**src/mwm_pkg.sv**
```systemverilog
`timescale 1ns / 1ps
// ============================================================================
// mwm_pkg: shared types and constants of the mecanum wheel mixer
// Holds the job word that travels from the front end to the divider back end,
// the divider stage word and the configuration register indexes.
// ============================================================================
package mwm_pkg;

    localparam int WHEELS     = 4;
    localparam int QUOT_BITS  = 8;   // quotient never exceeds max_speed
    localparam int WHEEL_W    = 10;  // mixed wheel, -383..384
    localparam int MAG_W      = 9;   // wheel magnitude, 0..384
    localparam int NUM_W      = 17;  // magnitude times max_speed
    localparam int DRIVE_W    = 9;
    localparam int STICK_W    = 8;
    localparam int CFG_W      = 8;
    localparam int CFG_IDX_W  = 1;

    localparam logic [STICK_W-1:0]   CENTRE        = 8'd128;
    localparam logic [CFG_IDX_W-1:0] CFG_DEAD_ZONE = 1'b0;
    localparam logic [CFG_IDX_W-1:0] CFG_MAX_SPEED = 1'b1;

    // One classified sample: mixed wheels plus what the divider needs.
    typedef struct packed {
        logic                              scale;
        logic [MAG_W-1:0]                  largest;
        logic [WHEELS-1:0][WHEEL_W-1:0]    wheel;
        logic [WHEELS-1:0][NUM_W-1:0]      num;
    } mwm_job_t;

    // One divider stage: partial remainders and quotients of all four lanes.
    typedef struct packed {
        logic                              scale;
        logic [MAG_W-1:0]                  largest;
        logic [WHEELS-1:0][WHEEL_W-1:0]    wheel;
        logic [WHEELS-1:0][NUM_W-1:0]      rem;
        logic [WHEELS-1:0][QUOT_BITS-1:0]  quo;
    } mwm_div_t;

endpackage

```
**src/mwm_front.sv**
```systemverilog
`timescale 1ns / 1ps
// ============================================================================
// mwm_front: sample intake and classification
// Centers the sticks, applies the dead zone, mixes four wheels, finds the
// largest magnitude and forms the scaling products. Two register stages.
// ============================================================================
module mwm_front
(
    input  logic                              clk,
    input  logic                              rst_n,
    input  logic                              in_valid,
    output logic                              in_ready,
    input  logic [mwm_pkg::STICK_W-1:0]       stick_left_x,
    input  logic [mwm_pkg::STICK_W-1:0]       stick_left_y,
    input  logic [mwm_pkg::STICK_W-1:0]       stick_right_x,
    input  logic [mwm_pkg::CFG_W-1:0]         dead_zone,
    input  logic [mwm_pkg::CFG_W-1:0]         max_speed,
    input  logic                              q_full,
    output logic                              q_push,
    output mwm_pkg::mwm_job_t                 q_job
);
    import mwm_pkg::*;

    logic                              en;
    logic                              s1_valid_reg;
    logic                              s2_valid_reg;
    logic [WHEELS-1:0][WHEEL_W-1:0]    wheel_next;
    logic [WHEELS-1:0][WHEEL_W-1:0]    wheel_reg;
    mwm_job_t                          job_next;
    mwm_job_t                          job_reg;

    logic signed [WHEEL_W-1:0] ax_x, ax_y, ax_r;
    logic signed [WHEEL_W-1:0] dz_x, dz_y, dz_r;
    logic [WHEEL_W-1:0]        mg_x, mg_y, mg_r;
    logic [WHEEL_W-1:0]        dz_ext;
    logic [WHEELS-1:0][MAG_W-1:0] mag;
    logic [MAG_W-1:0]          big01, big23;

    // Hold the whole front end while the queue is full.
    assign en       = !q_full;
    assign in_ready = en;

    always_comb
    begin
        ax_x   = $signed({2'b00, stick_left_x}) - $signed({2'b00, CENTRE});
        ax_y   = $signed({2'b00, stick_left_y}) - $signed({2'b00, CENTRE});
        ax_r   = $signed({2'b00, CENTRE}) - $signed({2'b00, stick_right_x});
        mg_x   = ax_x[WHEEL_W-1] ? WHEEL_W'(-ax_x) : WHEEL_W'(ax_x);
        mg_y   = ax_y[WHEEL_W-1] ? WHEEL_W'(-ax_y) : WHEEL_W'(ax_y);
        mg_r   = ax_r[WHEEL_W-1] ? WHEEL_W'(-ax_r) : WHEEL_W'(ax_r);
        dz_ext = {2'b00, dead_zone};
        dz_x   = (mg_x < dz_ext) ? '0 : ax_x;
        dz_y   = (mg_y < dz_ext) ? '0 : ax_y;
        dz_r   = (mg_r < dz_ext) ? '0 : ax_r;
        wheel_next[0] = WHEEL_W'(-dz_y + dz_x + dz_r);
        wheel_next[1] = WHEEL_W'(-dz_y - dz_x - dz_r);
        wheel_next[2] = WHEEL_W'(-dz_y - dz_x + dz_r);
        wheel_next[3] = WHEEL_W'(-dz_y + dz_x - dz_r);
    end

    always_comb
    begin
        for (int i = 0; i < WHEELS; i++)
        begin
            mag[i] = wheel_reg[i][WHEEL_W-1] ? MAG_W'(-$signed(wheel_reg[i]))
                                             : MAG_W'(wheel_reg[i]);
        end
        big01 = (mag[0] > mag[1]) ? mag[0] : mag[1];
        big23 = (mag[2] > mag[3]) ? mag[2] : mag[3];
        job_next.largest = (big01 > big23) ? big01 : big23;
        job_next.scale   = job_next.largest > {1'b0, max_speed};
        job_next.wheel   = wheel_reg;
        for (int i = 0; i < WHEELS; i++)
        begin
            job_next.num[i] = NUM_W'(mag[i]) * NUM_W'(max_speed);
        end
    end

    always_ff @(posedge clk or negedge rst_n)
    begin
        if (!rst_n)
        begin
            s1_valid_reg <= 1'b0;
            s2_valid_reg <= 1'b0;
        end
        else if (en)
        begin
            s1_valid_reg <= in_valid;
            s2_valid_reg <= s1_valid_reg;
        end
    end

    always_ff @(posedge clk)
    begin
        if (en)
        begin
            wheel_reg <= wheel_next;
            job_reg   <= job_next;
        end
    end

    assign q_push = s2_valid_reg && en;
    assign q_job  = job_reg;

endmodule

```
**src/mwm_queue.sv**
```systemverilog
`timescale 1ns / 1ps
// ============================================================================
// mwm_queue: short job queue between front end and back end
// Small circular buffer; full and empty come straight from registers.
// ============================================================================
module mwm_queue
#(
    parameter int DEPTH = 4
)
(
    input  logic                 clk,
    input  logic                 rst_n,
    input  logic                 push,
    input  mwm_pkg::mwm_job_t    push_job,
    input  logic                 pop,
    output mwm_pkg::mwm_job_t    head_job,
    output logic                 full,
    output logic                 empty
);
    import mwm_pkg::*;

    localparam int PTR_W = (DEPTH > 1) ? $clog2(DEPTH) : 1;
    localparam int CNT_W = $clog2(DEPTH + 1);

    mwm_job_t            mem [DEPTH];
    logic [PTR_W-1:0]    wr_ptr_reg, wr_ptr_next;
    logic [PTR_W-1:0]    rd_ptr_reg, rd_ptr_next;
    logic [CNT_W-1:0]    count_reg, count_next;
    logic                do_push, do_pop;

    assign full     = (count_reg == CNT_W'(DEPTH));
    assign empty    = (count_reg == '0);
    assign do_push  = push && !full;
    assign do_pop   = pop && !empty;
    assign head_job = mem[rd_ptr_reg];

    always_comb
    begin
        wr_ptr_next = wr_ptr_reg;
        rd_ptr_next = rd_ptr_reg;
        count_next  = count_reg;
        if (do_push)
        begin
            wr_ptr_next = (wr_ptr_reg == PTR_W'(DEPTH - 1)) ? '0 : wr_ptr_reg + 1'b1;
        end
        if (do_pop)
        begin
            rd_ptr_next = (rd_ptr_reg == PTR_W'(DEPTH - 1)) ? '0 : rd_ptr_reg + 1'b1;
        end
        if (do_push && !do_pop)
        begin
            count_next = count_reg + 1'b1;
        end
        else if (do_pop && !do_push)
        begin
            count_next = count_reg - 1'b1;
        end
    end

    always_ff @(posedge clk or negedge rst_n)
    begin
        if (!rst_n)
        begin
            wr_ptr_reg <= '0;
            rd_ptr_reg <= '0;
            count_reg  <= '0;
        end
        else
        begin
            wr_ptr_reg <= wr_ptr_next;
            rd_ptr_reg <= rd_ptr_next;
            count_reg  <= count_next;
        end
    end

    always_ff @(posedge clk)
    begin
        if (do_push)
        begin
            mem[wr_ptr_reg] <= push_job;
        end
    end

endmodule

```
**src/mwm_back.sv**
```systemverilog
`timescale 1ns / 1ps
// ============================================================================
// mwm_back: proportional scaling and output stage
// Pipelined restoring divider, one quotient bit per stage for all four
// wheels, followed by sign restore, right-side negation and output register.
// ============================================================================
module mwm_back
(
    input  logic                          clk,
    input  logic                          rst_n,
    input  logic                          q_empty,
    input  mwm_pkg::mwm_job_t             q_head,
    output logic                          q_pop,
    output logic                          out_valid,
    input  logic                          out_ready,
    output logic [mwm_pkg::DRIVE_W-1:0]   front_left_drive,
    output logic [mwm_pkg::DRIVE_W-1:0]   front_right_drive,
    output logic [mwm_pkg::DRIVE_W-1:0]   rear_left_drive,
    output logic [mwm_pkg::DRIVE_W-1:0]   rear_right_drive
);
    import mwm_pkg::*;

    localparam int SH_W = $clog2(QUOT_BITS);

    logic                              en;
    logic [QUOT_BITS:1]                vld_reg;
    mwm_div_t                          st_head;
    mwm_div_t                          st_reg  [1:QUOT_BITS];
    mwm_div_t                          st_next [1:QUOT_BITS];
    logic                              out_valid_reg;
    logic [WHEELS-1:0][DRIVE_W-1:0]    drive_reg;
    logic [WHEELS-1:0][DRIVE_W-1:0]    drive_next;
    logic [WHEELS-1:0][WHEEL_W-1:0]    final_w;
    mwm_div_t                          last;

    // One restoring step: try the divisor shifted to quotient bit sh.
    function automatic mwm_div_t div_step(input mwm_div_t s, input logic [SH_W-1:0] sh);
        mwm_div_t         r;
        logic [NUM_W-1:0] dsh;
        r   = s;
        dsh = NUM_W'(s.largest) << sh;
        for (int i = 0; i < WHEELS; i++)
        begin
            if (s.rem[i] >= dsh)
            begin
                r.rem[i]     = s.rem[i] - dsh;
                r.quo[i][sh] = 1'b1;
            end
        end
        return r;
    endfunction

    // Advance the whole back end whenever the output slot is free or drained.
    assign en    = !out_valid_reg || out_ready;
    assign q_pop = en && !q_empty;

    always_comb
    begin
        st_head.scale   = q_head.scale;
        st_head.largest = q_head.largest;
        st_head.wheel   = q_head.wheel;
        st_head.rem     = q_head.num;
        st_head.quo     = '0;
    end

    always_comb
    begin
        st_next[1] = div_step(st_head, SH_W'(QUOT_BITS - 1));
        for (int k = 2; k <= QUOT_BITS; k++)
        begin
            st_next[k] = div_step(st_reg[k-1], SH_W'(QUOT_BITS - k));
        end
    end

    always_ff @(posedge clk)
    begin
        if (en)
        begin
            for (int k = 1; k <= QUOT_BITS; k++)
            begin
                st_reg[k] <= st_next[k];
            end
        end
    end

    assign last = st_reg[QUOT_BITS];

    always_comb
    begin
        for (int i = 0; i < WHEELS; i++)
        begin
            if (last.scale)
            begin
                final_w[i] = last.wheel[i][WHEEL_W-1]
                           ? WHEEL_W'(-$signed({2'b00, last.quo[i]}))
                           : {2'b00, last.quo[i]};
            end
            else
            begin
                final_w[i] = last.wheel[i];
            end
        end
        // Right-side motors are mounted mirrored: negate them.
        drive_next[0] = final_w[0][DRIVE_W-1:0];
        drive_next[1] = DRIVE_W'(-$signed(final_w[1]));
        drive_next[2] = final_w[2][DRIVE_W-1:0];
        drive_next[3] = DRIVE_W'(-$signed(final_w[3]));
    end

    always_ff @(posedge clk or negedge rst_n)
    begin
        if (!rst_n)
        begin
            vld_reg       <= '0;
            out_valid_reg <= 1'b0;
        end
        else if (en)
        begin
            vld_reg       <= {vld_reg[QUOT_BITS-1:1], !q_empty};
            out_valid_reg <= vld_reg[QUOT_BITS];
        end
    end

    always_ff @(posedge clk)
    begin
        if (en)
        begin
            drive_reg <= drive_next;
        end
    end

    assign out_valid         = out_valid_reg;
    assign front_left_drive  = drive_reg[0];
    assign front_right_drive = drive_reg[1];
    assign rear_left_drive   = drive_reg[2];
    assign rear_right_drive  = drive_reg[3];

endmodule

```
**src/mecanum_wheel_mixer.sv**
```systemverilog
`timescale 1ns / 1ps
// ============================================================================
// mecanum_wheel_mixer: joystick sample to four mecanum wheel drives
// Input channel (in_valid/in_ready) carries one transaction per joystick
// sample: three raw stick bytes centered at 128, the turn axis inverted.
// Output channel (out_valid/out_ready) carries one transaction per sample:
// four signed 9-bit drives, positive forward, negative backward, zero brake.
// Throughput is one sample per cycle while the output is not stalled. The
// accepting edge loads the first of two front-end stages (center, dead
// zone, mix; then largest magnitude and scaling products); the sample then
// passes one queue slot, eight restoring-divider stages (one quotient bit
// each) and the output register, which raises out_valid.
// The front end and the divider back end are split by a short queue, so a
// stall at the output holds the back end first; the front end keeps taking
// transactions until the queue fills, then drops in_ready.
// Configuration: cfg_we writes cfg_data into register cfg_index
// (0 dead_zone, 1 max_speed) at the clock edge; write only while idle.
// Reset (rst_n low, asynchronous) empties the pipeline and queue and loads
// dead_zone = 20, max_speed = 255.
// ============================================================================
module mecanum_wheel_mixer
#(
    parameter int QUEUE_DEPTH = 4
)
(
    input  logic                               clk,
    input  logic                               rst_n,
    input  logic                               in_valid,
    output logic                               in_ready,
    input  logic [mwm_pkg::STICK_W-1:0]        stick_left_x,
    input  logic [mwm_pkg::STICK_W-1:0]        stick_left_y,
    input  logic [mwm_pkg::STICK_W-1:0]        stick_right_x,
    output logic                               out_valid,
    input  logic                               out_ready,
    output logic [mwm_pkg::DRIVE_W-1:0]        front_left_drive,
    output logic [mwm_pkg::DRIVE_W-1:0]        front_right_drive,
    output logic [mwm_pkg::DRIVE_W-1:0]        rear_left_drive,
    output logic [mwm_pkg::DRIVE_W-1:0]        rear_right_drive,
    input  logic                               cfg_we,
    input  logic [mwm_pkg::CFG_IDX_W-1:0]      cfg_index,
    input  logic [mwm_pkg::CFG_W-1:0]          cfg_data
);
    import mwm_pkg::*;

    // Configuration registers.
    logic [CFG_W-1:0] dead_zone_reg;
    logic [CFG_W-1:0] max_speed_reg;

    // Queue handshake between front and back.
    logic     q_push, q_pop, q_full, q_empty;
    mwm_job_t q_job, q_head;

    always_ff @(posedge clk or negedge rst_n)
    begin
        if (!rst_n)
        begin
            dead_zone_reg <= 8'd20;
            max_speed_reg <= 8'd255;
        end
        else if (cfg_we)
        begin
            case (cfg_index)
                CFG_DEAD_ZONE: dead_zone_reg <= cfg_data;
                CFG_MAX_SPEED: max_speed_reg <= cfg_data;
                default:       ;
            endcase
        end
    end

    // Front end: center, dead zone, mix, classify for scaling.
    mwm_front u_front
    (
        .clk           (clk),
        .rst_n         (rst_n),
        .in_valid      (in_valid),
        .in_ready      (in_ready),
        .stick_left_x  (stick_left_x),
        .stick_left_y  (stick_left_y),
        .stick_right_x (stick_right_x),
        .dead_zone     (dead_zone_reg),
        .max_speed     (max_speed_reg),
        .q_full        (q_full),
        .q_push        (q_push),
        .q_job         (q_job)
    );

    // Decouple front and back so each can stall on its own.
    mwm_queue #(.DEPTH(QUEUE_DEPTH)) u_queue
    (
        .clk      (clk),
        .rst_n    (rst_n),
        .push     (q_push),
        .push_job (q_job),
        .pop      (q_pop),
        .head_job (q_head),
        .full     (q_full),
        .empty    (q_empty)
    );

    // Back end: divide by the largest magnitude, restore signs, drive out.
    mwm_back u_back
    (
        .clk               (clk),
        .rst_n             (rst_n),
        .q_empty           (q_empty),
        .q_head            (q_head),
        .q_pop             (q_pop),
        .out_valid         (out_valid),
        .out_ready         (out_ready),
        .front_left_drive  (front_left_drive),
        .front_right_drive (front_right_drive),
        .rear_left_drive   (rear_left_drive),
        .rear_right_drive  (rear_right_drive)
    );

endmodule

```
**config.mk**
```make
export PLATFORM = sky130hd
export DESIGN_NAME = mecanum_wheel_mixer
export DESIGN_NICKNAME = d
export VERILOG_FILES = /design/src/mwm_pkg.sv /design/src/mwm_front.sv /design/src/mwm_queue.sv /design/src/mwm_back.sv /design/src/mecanum_wheel_mixer.sv
export SDC_FILE = /design/constraint.sdc
export NUM_CORES = 2
export LEC_CHECK = 0
export ABC_AREA = 1
export CAP_MARGIN = 20
export CORE_MARGIN = 1
export CORE_UTILIZATION = 35
export DETAILED_ROUTE_END_ITERATION = 16
export DONT_BUFFER_PORTS = 1
export GPL_TIMING_DRIVEN = 0
export MAX_ROUTING_LAYER = met4
export PLACE_DENSITY = 0.57
export SETUP_SLACK_MARGIN = 0.2
export SYNTH_ARGS = -nofsm -noshare
export SYNTH_HDL_FRONTEND = slang
export SYNTH_HIERARCHICAL = 1
export SYNTH_SLANG_ARGS = --single-unit
```
**constraint.sdc**
```tcl
create_clock -name clk -period 77.2 [get_ports clk]
set_input_delay 0 -clock clk [delete_from_list [all_inputs] [get_ports clk]]
set_output_delay 0 -clock clk [all_outputs]
set_load 0.005 [all_outputs]
```
* After elaboration in Yosys (flattened, before gate mapping)
Memory sizes are Yosys's and may differ from the RTL's.
Cells that the tools add are included.
** Word-level totals
- Register bits :: 228
- Latch bits :: 0
- Bits in writable memories :: 1672
- Memory bits (read-only) :: 0
- Output and inout port bits :: 38
- Logic and storage cells :: 244
- Memories kept :: 2
** Memory list
- u_back.st_reg :: depth 8, width 150, read ports 8, clocked after Yosys merged registers in 0, wr ports 8, RTL line mwm_back.sv:28 : mwm_div_t st_reg [1:QUOT_BITS];
- u_queue.mem :: depth 4, width 118, read ports 1, clocked after Yosys merged registers in 0, wr ports 1, RTL line mwm_queue.sv:25 : mwm_job_t mem [DEPTH];
** Operators by class
- $add $sub $neg :: 59
- $mul :: 4
- Div/mod/pow operators :: 0
- Order comparisons :: 39
- Eq/ne operators :: 3
- Shift-type cells :: 0
- Muxes and demuxes :: 93
- Bitwise operators :: 1
- Reduce and logical (&&, ||, !) cells :: 16
** Operators with widths (number)
- $mux 17 :: 32
- $mux 9 :: 15
- $ge 17x10->1 :: 4
- $ge 17x11->1 :: 4
- $ge 17x12->1 :: 4
- $ge 17x13->1 :: 4
- $ge 17x14->1 :: 4
- $ge 17x15->1 :: 4
- $ge 17x16->1 :: 4
- $ge 17x9->1 :: 4
- $mul 9x8->17 :: 4
- $sub 17x10->17 :: 4
- $sub 17x11->17 :: 4
- $sub 17x12->17 :: 4
- $sub 17x13->17 :: 4
- $sub 17x14->17 :: 4
- $sub 17x15->17 :: 4
- $sub 17x16->17 :: 4
- $sub 17x9->17 :: 4
- $mux 10 :: 6
- $neg 9->9 :: 6
- $neg 10->10 :: 4
- $mux 1 :: 36
- $neg 8->9 :: 4
- other kinds (21) :: 44

* Depth between registers and ports, before layout
- Depth after elaboration :: 8
- Mapped depth :: 41
- Gate-level depth less buffers :: 38

* Modules after synthesis
Netlist, hierarchy kept.
** By module, submodules not included
- mwm_back :: instances 1, cells each 4994, area an instance 53503.8 um2, seq. area each 31665.4 um2
- mwm_queue :: instances 1, cells each 1437, area an instance 19298.5 um2, seq. area each 14348.8 um2
- mwm_front :: instances 1, cells each 2199, area an instance 18880.6 um2, seq. area each 4614.4 um2
- mecanum_wheel_mixer :: instances 1, cells each 70, area an instance 675.6 um2, seq. area each 412.9 um2

* Worst setup path before layout
OpenSTA, ideal clock, no wires.
- Path kind :: reg-to-reg
- Start point :: register u_back.out_valid_reg (netlist: u_back/out_valid)
- End point :: register u_back.drive_reg (netlist bit u_back/front_left_drive[0]), enable pin
- Setup time :: 8.067 ns
- Arrival time :: 19.604 ns
- Slack :: 49.529 ns
- Cell stages (with the launch flop) :: 4
- Buffers on the path :: 0
- Clock period less this slack :: 27.671 ns
- Cells stage by stage :: dfrtp_1 -> inv_1 -> nor2_2 -> clkinv_1
** Between the ends
- Word-level cells in the longest chain between the ends :: 2
** Ends and longest elaborated chain
- start, declared :: RTL line mwm_back.sv:30 : logic out_valid_reg;
- start signal, assigned :: RTL line mwm_back.sv:120 : out_valid_reg <= vld_reg[QUOT_BITS];
- $logic_not 1->1 :: RTL line mwm_back.sv:54 : assign en = !out_valid_reg || out_ready;
- $logic_or 1x1->1 :: RTL line mwm_back.sv:54
- end signal, assigned :: RTL line mwm_back.sv:128 : drive_reg <= drive_next;
- end, declared :: RTL line mwm_back.sv:31 : logic [WHEELS-1:0][DRIVE_W-1:0] drive_reg;
No other way between the ends.
A chain may end at the register's enable or synchronous reset.

==> impl_metrics.ini <==
[yosys]
syn-num-nets = 9507
ys_async_sr_fraction_pct = 1.99
synth_top_area_share_pct = 54.3
synth_cell_type_count = 70
synth_top_area_cell = edfxtp_1
synthCells = 8700
syn-cell-area_um2 = 92400
synth_edf_count = 1671
ys_ff_latch = 1705
synth_area_leaders = edfxtp_1, nand2_1, ha_1, inv_1, fa_1
yosys_warnings = 6
ys.flop_type = edfxtp_1
ys_seq_area_share_pct = 55.3
synth_area_per_cell_um2 = 10.6

[die]
die_y_um = 516
core_area_um2 = 262000
fp-row-count = 188
die_area_um2 = 266000
start_util_pct = 35.2
die_x_um = 516
io-pin-count = 76

[cts]
cts_hold_buf = 58
path_clk_slew_ns = 0.07
cts_sinks = 1705
postCtsResizedCells = 0
clk_path_buf_depth = 3
cts_tree = done
cts_root_buf = clkbuf_16
cts_setup_buffers = 0
h-tree-depth = 4
numCtsBuffers = 176
clkLatencyLatePin_ns = 0.83

[timing]
fin_worst_skew_ns = 0.0443
rsz0062_at_grt = no
setup_viol = 0
tightest_slew_ns = 1.09
timing.fmax_ghz = 0.124
post-route-period-util_pct = 10.5
setup_ws_ns = 69.11
timing.setup.tns_ns = 0
slew_violations = 0
final_hold_viol_count = 0
slew_headroom_pct = 27.4
period_needed_ns = 8.09

[cells_and_area]
finalNetCount = 9775
largest_reg_flops = 1011
syn_to_final_growth_pct = 12.5
layout-drive-gt1-share_pct = 7.78
fillerInstances = 25058
postLayoutCellArea_um2 = 104000

[global_route]
grt_use_total_pct = 17.7
grt_pass1_wl_mm = 351
grt_overflow_total = 0
antenna_found_initial = 5
grt_max_degree = 110
grt_pass1_vias = 59919

[drt]
post-route-drc-count = 0
wl_per_cell_um = 18.3
first_iter_violations = 4039
via_per_inst = 4.79
drt_wl_total_mm = 231
ant_nets = 0
route.vias.total = 60557
firstDrtPassIters = 6

[worst_setup_path]
reg2regPathDepth = 40
endpoint_kind = flop
crit_fanout = 10
path_class = reg -> reg
cp.arrival_ns = 8.56
cp_common_cell = nand2_1
required_ns = 77.67
cp_slowest_cell = o21ai_0
critPathMaxStageDelay_ns = 0.69
cp-start-kind = flop

[worst_hold_path]
hold_depth = 6
hold_path_class = in -> reg

[flow_run]
cap_violations = 0

[placement]
place_area_um2 = 97500
hpwl_mm = 179
dpl_worst_slack_ns = 69.12
routabilityCongestion = 0.912
io_buffers = 0

[run_status]
status = finished, final reports clean
-- cell families after synthesis --
kind of cell	Yosys count	synth area share, %
flip-flops	1705	55.3
AND/OR/NAND/NOR	3244	14.8
AO/OA/AOI/OAI	1176	7.98
adder cells (fa/ha/maj)	769	12.1
XOR/XNOR	332	3.17
buffers and inverters	1474	6.72
-- cell type report --
type / count / area [µm²] / area share (%)
multi-input cells: 5521 / 35100 / 33.8
flip-flops and latches: 1705 / 51000 / 49.1
diodes: 6 / 15.0 / 0.0144
plain buffers: 175 / 1320 / 1.27
repair buffers: 90 / 1330 / 1.28
inverters: 1299 / 4900 / 4.72
clock buffers: 209 / 4610 / 4.44
well taps: 3515 / 4400 / 4.23
clock inverters: 110 / 1190 / 1.14
-- critical path, delay by kind of cell (launching register included) --
family,cells,cell delay [ns]
compound gates,11,1.92
fa+ha+maj,4,1.40
buf+inv,6,1.45
flops,1,0.58
simple gates,19,2.38
-- synth_stat cells, types with 6 or more instances --
library cell and number:
buf_1 6, o21ai_2 59, inv_2 16, inv_1 1271
nor3_2 8, nor4_1 13, nand3_1 329, nand2_4 7
o21a_1 10, a21o_1 34, nor2_1 524, dfstp_2 10
xor2_1 229, xnor2_1 102, buf_6 52, nand4_1 85
fa_1 203, a21boi_0 16, or2_2 47, buf_4 34
a21oi_2 45, o21ai_1 67, o211ai_1 244, ha_1 566
edfxtp_1 1671, a31oi_1 24, nand2_2 34, clkinv_1 7
o21bai_1 35, clkbuf_1 36, a21oi_1 361, o31ai_1 17
o21ai_0 235, nor3_1 104, buf_2 38, dfrtp_1 24
nand2_1 2017, nor2_2 8, nand3b_1 42
-- stage by stage --
step / hold slack (ns) / cells / utilization, %
floorplan: -0.296 / 8700 / -
global placement: -0.294 / 12215 / 36.9
detailed placement: -0.294 / 12247 / 37.2
CTS: 0.00608 / 12624 / 39.6
global route: 0.0727 / 12630 / 39.6
finish: 0.0715 / 12630 / 39.6
-- layout by cell type (no fill, tap or decap), drive strengths merged, types with 230 or more instances in the layout --
cell and instances:
nor2 535, o21ai 365, inv 1304, ha 566
edfxtp 1671, o211ai 244, nand3 336, nand2 2058
a21oi 409, xor2 230, clkbuf 250
-- final timing paths --
| kind | from | endpoint | slack (ns) |
|---|---|---|---|
| worst max-delay path | u_front/job_next[78]$_DFFE_PN_ | u_front/q_job[117]$_DFFE_PN_ | 69.11 |
| worst min-delay path | stick_left_y[3] | u_front/job_next[77]$_DFFE_PN_ | 0.07 |
| worst max register to register | u_front/job_next[78]$_DFFE_PN_ | u_front/q_job[117]$_DFFE_PN_ | 69.11 |
| worst min register to register | u_back/st_reg[0][601]$_DFFE_PN_ | u_back/st_reg[0][751]$_DFFE_PN_ | 0.41 |
| max in group asynchronous | rst_n | max_speed_reg[1]$_DFFE_PN1P_ | 76.70 |
| min in group asynchronous | rst_n | dead_zone_reg[1]$_DFFE_PN0P_ | 0.24 |
-- per-layer routing --
metal / part of all wire, % / up-vias / global-route usage, %
met1: 43 / 28978 / 21.5
met3: 3.8 / 346 / 2.17
met4: 3.2 / 0 / 5.91
met5: 0 / - / -
li1: - / 30013 / -
met2: 50 / 1220 / 30.4
Power is not shown: default switching activity piles up to over one toggle a cycle in this logic, so the estimate is an artifact.
